`src/rtl/spms_pkg.sv`:
```
// Package for the shared-pool multi-stack: sizes, pointer widths, codes and
// the command group between controller and datapath. No dependencies.
`default_nettype none

package spms_pkg;

  // Pool and stack sizing
  localparam int unsigned NUM_STACKS = 4;
  localparam int unsigned POOL_SLOTS = 16;

  // Field widths
  localparam int unsigned SID_W = 2;
  localparam int unsigned VAL_W = 32;

  // Slot index addresses the pool; a pointer also holds the null code
  localparam int unsigned IDX_W = (POOL_SLOTS > 1) ? $clog2(POOL_SLOTS) : 1;
  localparam int unsigned PTR_W = $clog2(POOL_SLOTS + 1);

  localparam logic [PTR_W-1:0] NULL_PTR    = PTR_W'(POOL_SLOTS);
  localparam logic [VAL_W-1:0] EMPTY_VALUE = 32'h7FFF_FFFF;

  typedef enum logic [0:0] {
    CMD_PUSH = 1'b0,
    CMD_POP  = 1'b1
  } cmd_e;

  typedef enum logic [1:0] {
    ST_OK       = 2'd0,
    ST_OVERFLOW = 2'd1,
    ST_EMPTY    = 2'd2
  } status_e;

  typedef enum logic [0:0] {
    FSM_IDLE = 1'b0,
    FSM_EXEC = 1'b1
  } fsm_e;

  // Controller to datapath commands
  typedef struct packed {
    logic load;    // input transfer: latch op, launch slot reads
    logic commit;  // update pointers and load the result register
  } ctrl_cmd_t;

endpackage

`default_nettype wire

```
`src/rtl/spms_ctrl.sv`:
```
// Controller for the shared-pool multi-stack: two-state sequencer and the
// result valid flag. Depends on spms_pkg.
`default_nettype none

module spms_ctrl (
  input  wire logic               clk_i,
  input  wire logic               rst_ni,
  input  wire logic               in_valid_i,
  output logic                    in_ready_o,
  output logic                    out_valid_o,
  input  wire logic               out_ready_i,
  output spms_pkg::ctrl_cmd_t     cmd_o
);

  spms_pkg::fsm_e state_q, state_d;
  logic           out_valid_q, out_valid_d;

  // State and valid registers
  always_ff @(posedge clk_i or negedge rst_ni) begin
    if (!rst_ni) begin
      state_q     <= spms_pkg::FSM_IDLE;
      out_valid_q <= 1'b0;
    end else begin
      state_q     <= state_d;
      out_valid_q <= out_valid_d;
    end
  end

  // Next state and commands; accept only when the result register will be
  // free by the time this op commits
  always_comb begin
    state_d      = state_q;
    cmd_o.load   = 1'b0;
    cmd_o.commit = 1'b0;
    in_ready_o   = 1'b0;
    out_valid_d  = out_valid_q && !out_ready_i;
    case (state_q)
      spms_pkg::FSM_IDLE: begin
        in_ready_o = !out_valid_q || out_ready_i;
        if (in_valid_i && in_ready_o) begin
          cmd_o.load = 1'b1;
          state_d    = spms_pkg::FSM_EXEC;
        end
      end
      spms_pkg::FSM_EXEC: begin
        cmd_o.commit = 1'b1;
        out_valid_d  = 1'b1;
        state_d      = spms_pkg::FSM_IDLE;
      end
      default: begin
        state_d = spms_pkg::FSM_IDLE;
      end
    endcase
  end

  assign out_valid_o = out_valid_q;

endmodule

`default_nettype wire

```
`src/rtl/spms_dp.sv`:
```
// Datapath for the shared-pool multi-stack: slot value and link memories,
// stack top and free head registers, result register. Depends on spms_pkg.
`default_nettype none

module spms_dp (
  input  wire logic                          clk_i,
  input  wire logic                          rst_ni,
  input  wire spms_pkg::ctrl_cmd_t           cmd_i,
  input  wire logic                          command_i,
  input  wire logic [spms_pkg::SID_W-1:0]    stack_id_i,
  input  wire logic signed [spms_pkg::VAL_W-1:0] push_value_i,
  output logic signed [spms_pkg::VAL_W-1:0]  pop_value_o,
  output logic [1:0]                         status_o,
  output logic                               pool_full_o,
  output logic                               stack_empty_o
);

  // Storage
  logic [spms_pkg::VAL_W-1:0] val_mem [spms_pkg::POOL_SLOTS];
  logic [spms_pkg::PTR_W-1:0] link_mem [spms_pkg::POOL_SLOTS];
  logic [spms_pkg::POOL_SLOTS-1:0] link_vld_q;
  logic [spms_pkg::PTR_W-1:0] tops_q [spms_pkg::NUM_STACKS];
  logic [spms_pkg::PTR_W-1:0] free_q;

  // Latched operation
  logic                        op_pop_q;
  logic                        op_fail_q;
  logic                        op_sid_ok_q;
  logic [spms_pkg::SID_W-1:0]  op_sid_q;
  logic [spms_pkg::PTR_W-1:0]  op_slot_q;
  logic [spms_pkg::PTR_W-1:0]  link_rd_q;
  logic [spms_pkg::VAL_W-1:0]  val_rd_q;

  // Result register
  logic [spms_pkg::VAL_W-1:0]  res_val_q, res_val_d;
  logic [1:0]                  res_st_q, res_st_d;
  logic                        res_full_q, res_full_d;
  logic                        res_empty_q, res_empty_d;

  // Load-cycle decode
  logic                        sid_ok;
  logic                        in_pop;
  logic [spms_pkg::PTR_W-1:0]  top_sel;
  logic [spms_pkg::PTR_W-1:0]  ptr_sel;
  logic                        ptr_null;
  logic [spms_pkg::IDX_W-1:0]  rd_idx;

  // Commit-cycle next pointers
  logic [spms_pkg::PTR_W-1:0]  free_d;
  logic [spms_pkg::PTR_W-1:0]  top_d;
  logic [spms_pkg::PTR_W-1:0]  op_top;
  logic [spms_pkg::PTR_W-1:0]  link_wr;
  logic [spms_pkg::IDX_W-1:0]  slot_idx;

  assign sid_ok  = 32'(stack_id_i) < spms_pkg::NUM_STACKS;
  assign in_pop  = (command_i == spms_pkg::CMD_POP);
  assign top_sel = sid_ok ? tops_q[stack_id_i] : spms_pkg::NULL_PTR;
  assign ptr_sel = in_pop ? top_sel : free_q;
  assign ptr_null = (32'(ptr_sel) >= spms_pkg::POOL_SLOTS);
  assign rd_idx  = ptr_sel[spms_pkg::IDX_W-1:0];

  // Op latch; reads of the chosen slot launch with the transfer
  always_ff @(posedge clk_i) begin
    if (cmd_i.load) begin
      op_pop_q    <= in_pop;
      op_fail_q   <= !sid_ok || ptr_null;
      op_sid_ok_q <= sid_ok;
      op_sid_q    <= stack_id_i;
      op_slot_q   <= ptr_sel;
      val_rd_q    <= val_mem[rd_idx];
      link_rd_q   <= link_vld_q[rd_idx] ? link_mem[rd_idx]
                                        : spms_pkg::PTR_W'(rd_idx) + 1'b1;
    end
  end

  // Value memory: a push stores at the free head straight away
  always_ff @(posedge clk_i) begin
    if (cmd_i.load && !in_pop && sid_ok && !ptr_null) begin
      val_mem[rd_idx] <= push_value_i;
    end
  end

  // Commit: relink pointers
  assign op_top   = op_sid_ok_q ? tops_q[op_sid_q] : spms_pkg::NULL_PTR;
  assign slot_idx = op_slot_q[spms_pkg::IDX_W-1:0];

  always_comb begin
    free_d  = free_q;
    top_d   = op_top;
    link_wr = op_top;
    if (!op_fail_q) begin
      if (op_pop_q) begin
        top_d   = link_rd_q;
        link_wr = free_q;
        free_d  = op_slot_q;
      end else begin
        free_d  = link_rd_q;
        link_wr = op_top;
        top_d   = op_slot_q;
      end
    end
  end

  // Link memory; valid bits stand in for the reset chain
  always_ff @(posedge clk_i) begin
    if (cmd_i.commit && !op_fail_q) begin
      link_mem[slot_idx] <= link_wr;
    end
  end

  always_ff @(posedge clk_i or negedge rst_ni) begin
    if (!rst_ni) begin
      link_vld_q <= '0;
      free_q     <= '0;
      for (int i = 0; i < int'(spms_pkg::NUM_STACKS); i++) begin
        tops_q[i] <= spms_pkg::NULL_PTR;
      end
    end else if (cmd_i.commit && !op_fail_q) begin
      link_vld_q[slot_idx] <= 1'b1;
      free_q               <= free_d;
      tops_q[op_sid_q]     <= top_d;
    end
  end

  // Result fields
  always_comb begin
    res_val_d = '0;
    res_st_d  = spms_pkg::ST_OK;
    if (op_pop_q) begin
      res_val_d = op_fail_q ? spms_pkg::EMPTY_VALUE : val_rd_q;
      if (op_fail_q) res_st_d = spms_pkg::ST_EMPTY;
    end else if (op_fail_q) begin
      res_st_d = spms_pkg::ST_OVERFLOW;
    end
    res_full_d  = 32'(free_d) >= spms_pkg::POOL_SLOTS;
    res_empty_d = !op_sid_ok_q || (32'(top_d) >= spms_pkg::POOL_SLOTS);
  end

  always_ff @(posedge clk_i) begin
    if (cmd_i.commit) begin
      res_val_q   <= res_val_d;
      res_st_q    <= res_st_d;
      res_full_q  <= res_full_d;
      res_empty_q <= res_empty_d;
    end
  end

  assign pop_value_o   = res_val_q;
  assign status_o      = res_st_q;
  assign pool_full_o   = res_full_q;
  assign stack_empty_o = res_empty_q;

endmodule

`default_nettype wire

```
`src/rtl/shared_pool_multi_stack.sv`:
```
// Top level of the shared-pool multi-stack: controller plus datapath.
// Depends on spms_pkg, spms_ctrl and spms_dp.
//
// Four LIFO stacks share a pool of 16 slots held as linked chains, with the
// unused slots on a free chain. Each transfer in gives one result: push
// (command 0) or pop (command 1) on stack_id. An operation has a load step
// that reads the top or free-head pointer and then its link from the link
// memory, and a commit step; no new transfer is taken before the commit.
// The result sits in an output register, so the next operation is taken in
// the same cycle as the held result is transferred out. No clearing pass is
// needed after reset.
`default_nettype none

module shared_pool_multi_stack (
  input  wire logic                              clk_i,
  input  wire logic                              rst_ni,
  input  wire logic                              in_valid_i,
  output logic                                   in_ready_o,
  input  wire logic                              command_i,
  input  wire logic [spms_pkg::SID_W-1:0]        stack_id_i,
  input  wire logic signed [spms_pkg::VAL_W-1:0] push_value_i,
  output logic                                   out_valid_o,
  input  wire logic                              out_ready_i,
  output logic signed [spms_pkg::VAL_W-1:0]      pop_value_o,
  output logic [1:0]                             status_o,
  output logic                                   pool_full_o,
  output logic                                   stack_empty_o
);

  spms_pkg::ctrl_cmd_t cmd;

  spms_ctrl u_ctrl (
    .clk_i       (clk_i),
    .rst_ni      (rst_ni),
    .in_valid_i  (in_valid_i),
    .in_ready_o  (in_ready_o),
    .out_valid_o (out_valid_o),
    .out_ready_i (out_ready_i),
    .cmd_o       (cmd)
  );

  spms_dp u_dp (
    .clk_i         (clk_i),
    .rst_ni        (rst_ni),
    .cmd_i         (cmd),
    .command_i     (command_i),
    .stack_id_i    (stack_id_i),
    .push_value_i  (push_value_i),
    .pop_value_o   (pop_value_o),
    .status_o      (status_o),
    .pool_full_o   (pool_full_o),
    .stack_empty_o (stack_empty_o)
  );

endmodule

`default_nettype wire
```
`config.mk`:
```
export PLATFORM = sky130hd
export DESIGN_NAME = shared_pool_multi_stack
export DESIGN_NICKNAME = d
export VERILOG_FILES = /design/src/rtl/spms_pkg.sv /design/src/rtl/spms_ctrl.sv /design/src/rtl/spms_dp.sv /design/src/rtl/shared_pool_multi_stack.sv
export SDC_FILE = /design/constraint.sdc
export NUM_CORES = 1
export LEC_CHECK = 0
export ABC_AREA = 1
export BUFFER_PORTS_ARGS = -buffer_cell sky130_fd_sc_hd__buf_2
export CELL_PAD_IN_SITES_DETAIL_PLACEMENT = 1
export CELL_PAD_IN_SITES_GLOBAL_PLACEMENT = 2
export CORE_MARGIN = 4
export CORE_UTILIZATION = 41
export CTS_CLUSTER_SIZE = 16
export DETAILED_ROUTE_END_ITERATION = 10
export GPL_ROUTABILITY_DRIVEN = 0
export PLACE_DENSITY = 0.76
export SETUP_SLACK_MARGIN = 0.4
export SKIP_LAST_GASP = 1
export SYNTH_ARGS = -nofsm -noshare
export SYNTH_HDL_FRONTEND = slang
export SYNTH_SLANG_ARGS = --single-unit
export TNS_END_PERCENT = 1
```
`constraint.sdc`:
```
create_clock -name clk_i -period 4.06 [get_ports clk_i]
set_input_delay 0.609 -clock clk_i [delete_from_list [all_inputs] [get_ports clk_i]]
set_output_delay 0.609 -clock clk_i [all_outputs]
set_load 0.005 [all_outputs]
```
# After elaboration in Yosys (flattened, before gate mapping)
# Memory sizes are Yosys's and may differ from the RTL's. A register that Yosys moved wholly into a read port is not among the register bits.
# Cells that the tools add are included.
[classes]
n_bitwise = 5
reduce_logical = 14
order_cmp = 9
addsub = 1
mux = 35
[op_table]
columns = ["operator", "count"]
rows = [
  ["5-bit two-way mux", 13],
  ["31-bit two-way mux", 1],
  ["5-bit binary-select mux with 2-bit select", 2],
  ["20-bit bitwise mux", 1],
  ["16-bit OR", 1],
  ["5-bit >= comparator (second input constant)", 3],
  ["1-bit two-way mux", 12],
  ["5-bit demux with 2-bit select", 1],
  ["4-bit by 5-bit less-than comparator with 1-bit output (second input constant)", 2],
  ["1-bit logical AND", 7],
  ["3-bit >= comparator (second input constant)", 2],
  ["2-bit inverter with 3-bit output", 2],
  ["4-bit by 1-bit adder with 5-bit output (second input constant)", 1],
  ["1-bit logical NOT", 5],
  ["1-bit binary-select mux with 4-bit select", 1],
  ["1-bit demux with 4-bit select", 1],
  ["4-bit by 1-bit >= comparator with 1-bit output (second input constant)", 1],
  ["2-bit two-way mux", 2],
  ["3-bit by 1-bit less-than comparator with 1-bit output (second input constant)", 1],
  ["1-bit inverter", 2],
  ["1-bit one-hot mux with 2 select lines", 1],
  ["2-bit OR reduction", 1],
  ["1-bit logical OR", 1],
]
[totals]
word_cells = 84
reg_bits = 93
mem_count = 2
output_inout_bits = 38
ram_bits = 592
[mem_list]
columns = ["name", "depth", "width", "read_ports", "rd_ports_with_merged_regs", "write_ports", "line", "text"]
rows = [
  ["u_dp.val_mem", 16, 32, 1, 1, 1, "spms_dp.sv:19", "logic [spms_pkg::VAL_W-1:0] val_mem [spms_pkg::POOL_SLOTS];"],
  ["u_dp.link_mem", 16, 5, 1, 0, 1, "spms_dp.sv:20", "logic [spms_pkg::PTR_W-1:0] link_mem [spms_pkg::POOL_SLOTS];"],
]

# Longest topological paths before layout
[depth]
depth_word = 10
mapped_depth = 16
depth_no_buf = 14

# By module
# Synthesis repeated with hierarchy kept, for this count alone.
[hier_totals]
cells_unflattened = 2483
area_unflattened_um2 = 29443.2
[modules_own_cells]
columns = ["mod", "cells_each", "area_each_um2", "seq_area_each_um2", "n_inst"]
rows = [
  ["spms_dp", 2472, 29334.4, 21240.4, 1],
  ["spms_ctrl", 11, 108.9, 50.0, 1],
]

# Least setup slack after synthesis
# No wires, ideal clock.
[synth_path]
path_kind = "input-to-reg"
start = "in stack_id_i[0] in the netlist's numbering"
end = "mem u_dp.val_mem[3][0] in the netlist's numbering, enable pin"
slack_ns = 0.468
stages = 12
t_arrival_ns = 3.170
setup_ns = 0.422
n_path_buf = 4
path_cell_list = "buf_6 -> nand2_1 -> nand3_1 -> nand2_2 -> nand2_1 -> nand2_1 -> buf_6 -> buf_6 -> buf_2 -> ha_1 -> nand2_1 -> nor2_1"
[synth_between]
elab_chain_cells = 10
[synth_lines]
columns = ["element", "line", "text"]
rows = [
  ["start, declared", "shared_pool_multi_stack.sv:20", "input wire logic [spms_pkg::SID_W-1:0] stack_id_i,"],
  ["2-bit inverter with 3-bit output (implied by the code) *", "spms_dp.sv:57", "assign top_sel = sid_ok ? tops_q[stack_id_i] : spms_pkg::NULL_PTR;"],
  ["5-bit binary-select mux with 2-bit select *", "spms_dp.sv:57", ""],
  ["5-bit two-way mux (implied by the code) * (2 in a row)", "spms_dp.sv:57", ""],
  ["5-bit two-way mux *", "spms_dp.sv:58", "assign ptr_sel = in_pop ? top_sel : free_q;"],
  ["net u_dp.ptr_sel, one bit", "spms_dp.sv:44", "logic [spms_pkg::PTR_W-1:0] ptr_sel;"],
  ["5-bit >= comparator", "spms_dp.sv:59", "assign ptr_null = (32'(ptr_sel) >= spms_pkg::POOL_SLOTS);"],
  ["1-bit logical NOT", "spms_dp.sv:78", "if (cmd_i.load && !in_pop && sid_ok && !ptr_null) begin"],
  ["1-bit logical AND", "spms_dp.sv:78", ""],
  ["1-bit two-way mux", "spms_dp.sv:78", ""],
  ["1-bit two-way mux (implied by the code)", "spms_dp.sv:79", "val_mem[rd_idx] <= push_value_i;"],
  ["end, declared", "spms_dp.sv:19", ""],
]
# The timed path passes the listed nets; every way through them passes the cells marked *. The select of a mux whose other input is x is not followed.

# Worst setup path in the final report
[layout_path]
start = "reg u_ctrl.out_valid_q, in the netlist u_ctrl.out_valid_o"
end = "mem u_dp.val_mem[6][21] in the netlist's numbering, enable pin"
[layout_between]
elab_chain_cells = 9
[layout_lines]
columns = ["element", "line", "text"]
rows = [
  ["start, declared", "spms_ctrl.sv:16", "logic out_valid_q, out_valid_d;"],
  ["start signal, assigned", "spms_ctrl.sv:25", "out_valid_q <= out_valid_d;"],
  ["1-bit logical NOT", "spms_ctrl.sv:39", "in_ready_o = !out_valid_q || out_ready_i;"],
  ["1-bit logical OR", "spms_ctrl.sv:39", ""],
  ["1-bit logical AND", "spms_ctrl.sv:40", "if (in_valid_i && in_ready_o) begin"],
  ["1-bit two-way mux", "spms_ctrl.sv:40", ""],
  ["1-bit two-way mux", "spms_ctrl.sv:37", "case (state_q)"],
  ["1-bit logical AND (2 in a row)", "spms_dp.sv:78", ""],
  ["1-bit two-way mux", "spms_dp.sv:78", ""],
  ["1-bit two-way mux (implied by the code)", "spms_dp.sv:79", ""],
]
# No other way between the ends.

==> reports/results.txt <==
The count of buffers added on input and output ports is 76. The global-route congestion overflow total was 0; the data required time at the worst endpoint was 4.30 ns. Gates resized during post-CTS repair numbered 0. The post-route clock period utilization works out to 0.783. The tools report the worst hold path startpoint as stack_id_i[1].

For the final-report max-slew violation count, the log shows 0. Average wire per cell in the routed design: 23.1 um. Sorting the synthesized cells by area gives the leading types as sky130_fd_sc_hd__edfxtp_1 (69%), sky130_fd_sc_hd__nand2_1 (7.0%), sky130_fd_sc_hd__dfrtp_1 (3.3%), sky130_fd_sc_hd__nor2_1 (3.0%), sky130_fd_sc_hd__inv_1 (3.0%). The tools report the static leakage power as 12.5 nW. In this run the remaining antenna-violating nets after routing total 0. The tightest slew margin relative to the limit was 0.250; the number of I/O pins was 77.

Clock tree synthesis selected as its root buffer the cell sky130_fd_sc_hd__clkbuf_16. Setup repair after global routing left no endpoint under its margin. The first routing iteration left 1435 violations.

The area growth from synthesis to layout is 13.8%. The proportion of synthesized area in mux cells works out to 0. The number of antenna violations at the first check in global routing is 3. After detailed routing, the number of remaining DRC violations is 0. Detailed routing inserted a total of 19000 vias. The critical path data arrival time is 3.42 ns, and the wire length of the first global-routing pass is 125000 um. The final non-filler cell area came out at 0.0335 mm^2. The slack of the worst reg-to-reg path came out at 0.88 ns.

The end of the worst register-to-register path is u_dp.val_mem[6][21]$_DFFE_PP_. In this run the most used layer during global routing was met2. The tools report the final wirelength as 82000 um. The class of the most critical hold timing path is in -> reg.

The cell area after placement came out at 0.0310 mm^2. The tools report the nature of the critical path endpoint as a register. The layout cell share with drive strength beyond 1 is 0.113, and the maximum clock path buffer count is 3. The run gives 1 as the total of hold buffers inserted after clock tree synthesis.

For the pin with the worst max-slew slack, the measured transition is 1.12 ns. The tools report the sequential fraction of the synthesis area as 0.726. The max capacitance violation total was 0. The worst reg2reg path depth works out to 8. Xor-xnor portion of the synthesized cell area: 0.000596. The H-tree was split into 3 levels. The worst-case IR drop observed on VDD is 0.358 mV. The mapped netlist covers 0.0294 mm^2. Fraction of synthesized cell area taken by the top area cell type: 0.689. Final number of hold-violating endpoints: 0. Clock tree synthesis found a total of 717 sinks.

The ratio of total power to cell area works out to 572 mW/mm^2. For the overall global routing resource usage, the log shows 0.218. Source of the worst register-to-register timing path: u_ctrl.out_valid_o$_DFF_PN0_. The clock input transition at the sequential cells of the worst setup and hold paths works out to 0.06 ns. The cell taking the most area after synthesis was sky130_fd_sc_hd__edfxtp_1. TritonCTS built the clock tree.

For the via count of the first global-routing pass, the log shows 20200. The number of antenna repair diodes was 0. Using the TritonRoute via totals, the vias-per-cell ratio works out to 5.36. The chip width works out to 276 um.

The number of nets handed over by synthesis was 2522. The sum of net half-perimeters after detailed placement was 45000 um; the die outline area was 0.0760 mm^2. The complex-gate fraction of the synthesized area is 0.0846. Routing usage on met1: 0.298. Worst-case hold path end point: u_dp.op_sid_q[1]$_DFFE_PN_. Setup violations remaining at the end of the flow were counted as 0. After synthesis, the mean cell area works out to 11.9 um^2. Yosys printed 0 warnings. Synthesis inferred 717 register bits. Number of search-and-repair iterations in the first detailed-routing pass: 5. The logs give 0.367 for the routing usage on met2 and 0 for the number of buffers added for setup after CTS.

For the final routed database, the setup TNS stands at 0 ns. The die is 276 um tall. The netlist uses 34 different library cells.

The met3 capacity usage during global routing was 0.0317; the number of cells on the worst hold path was 1. In the final design database the tool counted 2593 nets. The simple logic cell fraction of the synthesized area is 0.132. Counting I/O delays and the setup requirement, the final critical path takes 3.18 ns.

For this run, the top clock speed supported by timing is 0.314 GHz. Counting the buffers created by CTS gives 78. The floorplan step defined a core boundary enclosing 0.0705 mm^2. Path type of the worst setup path: reg -> reg. The later pin in the worst-skew pair is clocked with a latency of 0.62 ns. The flow ran to the end, and the final reports show no timing, DRC or antenna violations.

The area share of fa/ha/maj cells after synthesis was 0.00170; the highest fanout seen on the critical path was 32. For the effective utilization at floorplan, the log shows 0.417. The run gives 179 as the pin count of the biggest net entering global routing. The worst setup path is launched from a register. The tools report the gate count of the mapped netlist as 2479.

The main combinational cell family by area after synthesis is simple AND/OR/NAND/NOR gates. Clock skew on the completed layout was measured at 0.0205 ns. The run gives 97 as the number of standard-cell rows in the floorplan.
registers in the layout, indices dropped and copies added, names as in the netlist, named ones only:
| register | flops |
|---|---|
| u_dp.free_q | 1 |
| u_dp.pop_value_o | 32 |
| u_dp.op_slot_q | 5 |
| u_dp.op_sid_q | 2 |
| u_dp.val_mem | 512 |
| u_dp.op_fail_q | 1 |
| u_dp.pool_full_o | 1 |
| u_dp.link_vld_q | 16 |
| u_dp.stack_empty_o | 1 |
| u_ctrl.state_q | 1 |
| u_dp.val_rd_q | 32 |
| u_dp.link_rd_q | 5 |
| u_dp.tops_q | 20 |
| u_dp.status_o | 2 |
| u_dp.link_mem | 80 |
| u_ctrl.out_valid_o | 1 |
| u_dp.op_pop_q | 1 |
synthesized netlist by cell type (all sizes together):
cell and number:
a31oi 5, or2 16, nand3 118, nor2 242, ha 4, dfrtp 39, dfstp 4, o211ai 68
a22oi 5, edfxtp 674, o221ai 5, o21ai 240, clkbuf 36, a21boi 1, xor2 2, nor3 3
buf 98, nand3b 20, a21oi 43, nand2 549, inv 243, o22ai 64
worst max-delay path by stage:
stage                                       startpoint                       endpoint  slack, ns  cells after the start
final                     u_ctrl.out_valid_o$_DFF_PN0_  u_dp.val_mem[6][21]$_DFFE_PP_       0.88                      8
after floorplan                          stack_id_i[0]   u_dp.val_mem[3][0]$_DFFE_PP_       0.47                     12
after global routing      u_ctrl.out_valid_o$_DFF_PN0_  u_dp.val_mem[6][17]$_DFFE_PP_       0.74                      8
after global placement                     out_ready_i  u_dp.val_mem[6][24]$_DFFE_PP_       0.63                      8
after CTS                 u_ctrl.out_valid_o$_DFF_PN0_  u_dp.val_mem[6][21]$_DFFE_PP_       0.85                      8
after detailed placement                   out_ready_i  u_dp.val_mem[6][24]$_DFFE_PP_       0.58                      8
layer usage:
layer | vias up | wire length, um | part of all wire
met5 | - | 29 | 0.00035
met4 | 6 | 2030 | 0.025
met3 | 128 | 3730 | 0.045
met2 | 414 | 39900 | 0.49
met1 | 9768 | 36300 | 0.44
li1 | 8729 | - | -
critical path: stages (launching register included):
cell,delay [ns]
sky130_fd_sc_hd__dfrtp_1,0.37
sky130_fd_sc_hd__inv_1,0.05
sky130_fd_sc_hd__nor2_1,0.03
sky130_fd_sc_hd__nor2_1,0.39
sky130_fd_sc_hd__nand2_1,0.20
sky130_fd_sc_hd__nor3_1,0.50
sky130_fd_sc_hd__nand2_1,0.43
sky130_fd_sc_hd__nor2_4,0.19
sky130_fd_sc_hd__buf_4,0.60
cells in the final DEF (no fill, tap or decap), drive strengths merged:
master / count
nand3: 118
a31oi: 5
nand3b: 20
a22oi: 5
clkinv: 28
nor3: 3
buf: 124
o22ai: 64
o221ai: 5
o21ai: 240
nor2: 242
inv: 248
clkbuf: 103
bufinv: 5
a21oi: 43
or2: 16
dlygate4sd3: 1
o211ai: 68
nand2: 549
edfxtp: 674
dfstp: 4
a21boi: 1
ha: 4
xor2: 2
dfrtp: 39
cell families (layout without fill, tap and decap cells):
kind of cell    after synthesis  in the layout
simple gates                948            948
compound gates              431            431
fa+ha+maj                     4              4
flops                       717            717
xor+xnor                      2              2
buf+inv                     377            509
layout make-up:
cell class	instances	area (um^2)
Fill cell	7307	37100
Inverter	243	912
Sequential cell	717	21300
Clock inverter	38	369
Tap cell	940	1180
Timing Repair Buffer	125	976
Clock buffer	103	2100
Multi-Input combinational cell	1385	6600
metrics by stage:
step	total power [mW]	hold slack (ns)	worst slack [ns]	std cells	utilization
after floorplan	11.1	0.313	0.468	2479	-
after global placement	12.3	0.450	0.628	3409	0.439
after detailed placement	12.4	0.448	0.580	3409	0.439
after CTS	19.3	0.310	0.845	3551	0.474
after global routing	20.1	0.336	0.742	3551	0.474
final	19.1	0.329	0.880	3551	0.474
where the power goes:
part / total, mW / internal [mW] / switching, mW
registers: 8.82 / 8.62 / 0.202
logic: 3.41 / 0.967 / 2.44
clock network: 6.92 / 3.99 / 2.93
total: 19.1 / 13.6 / 5.57
Power figures use the tool's default switching activity.
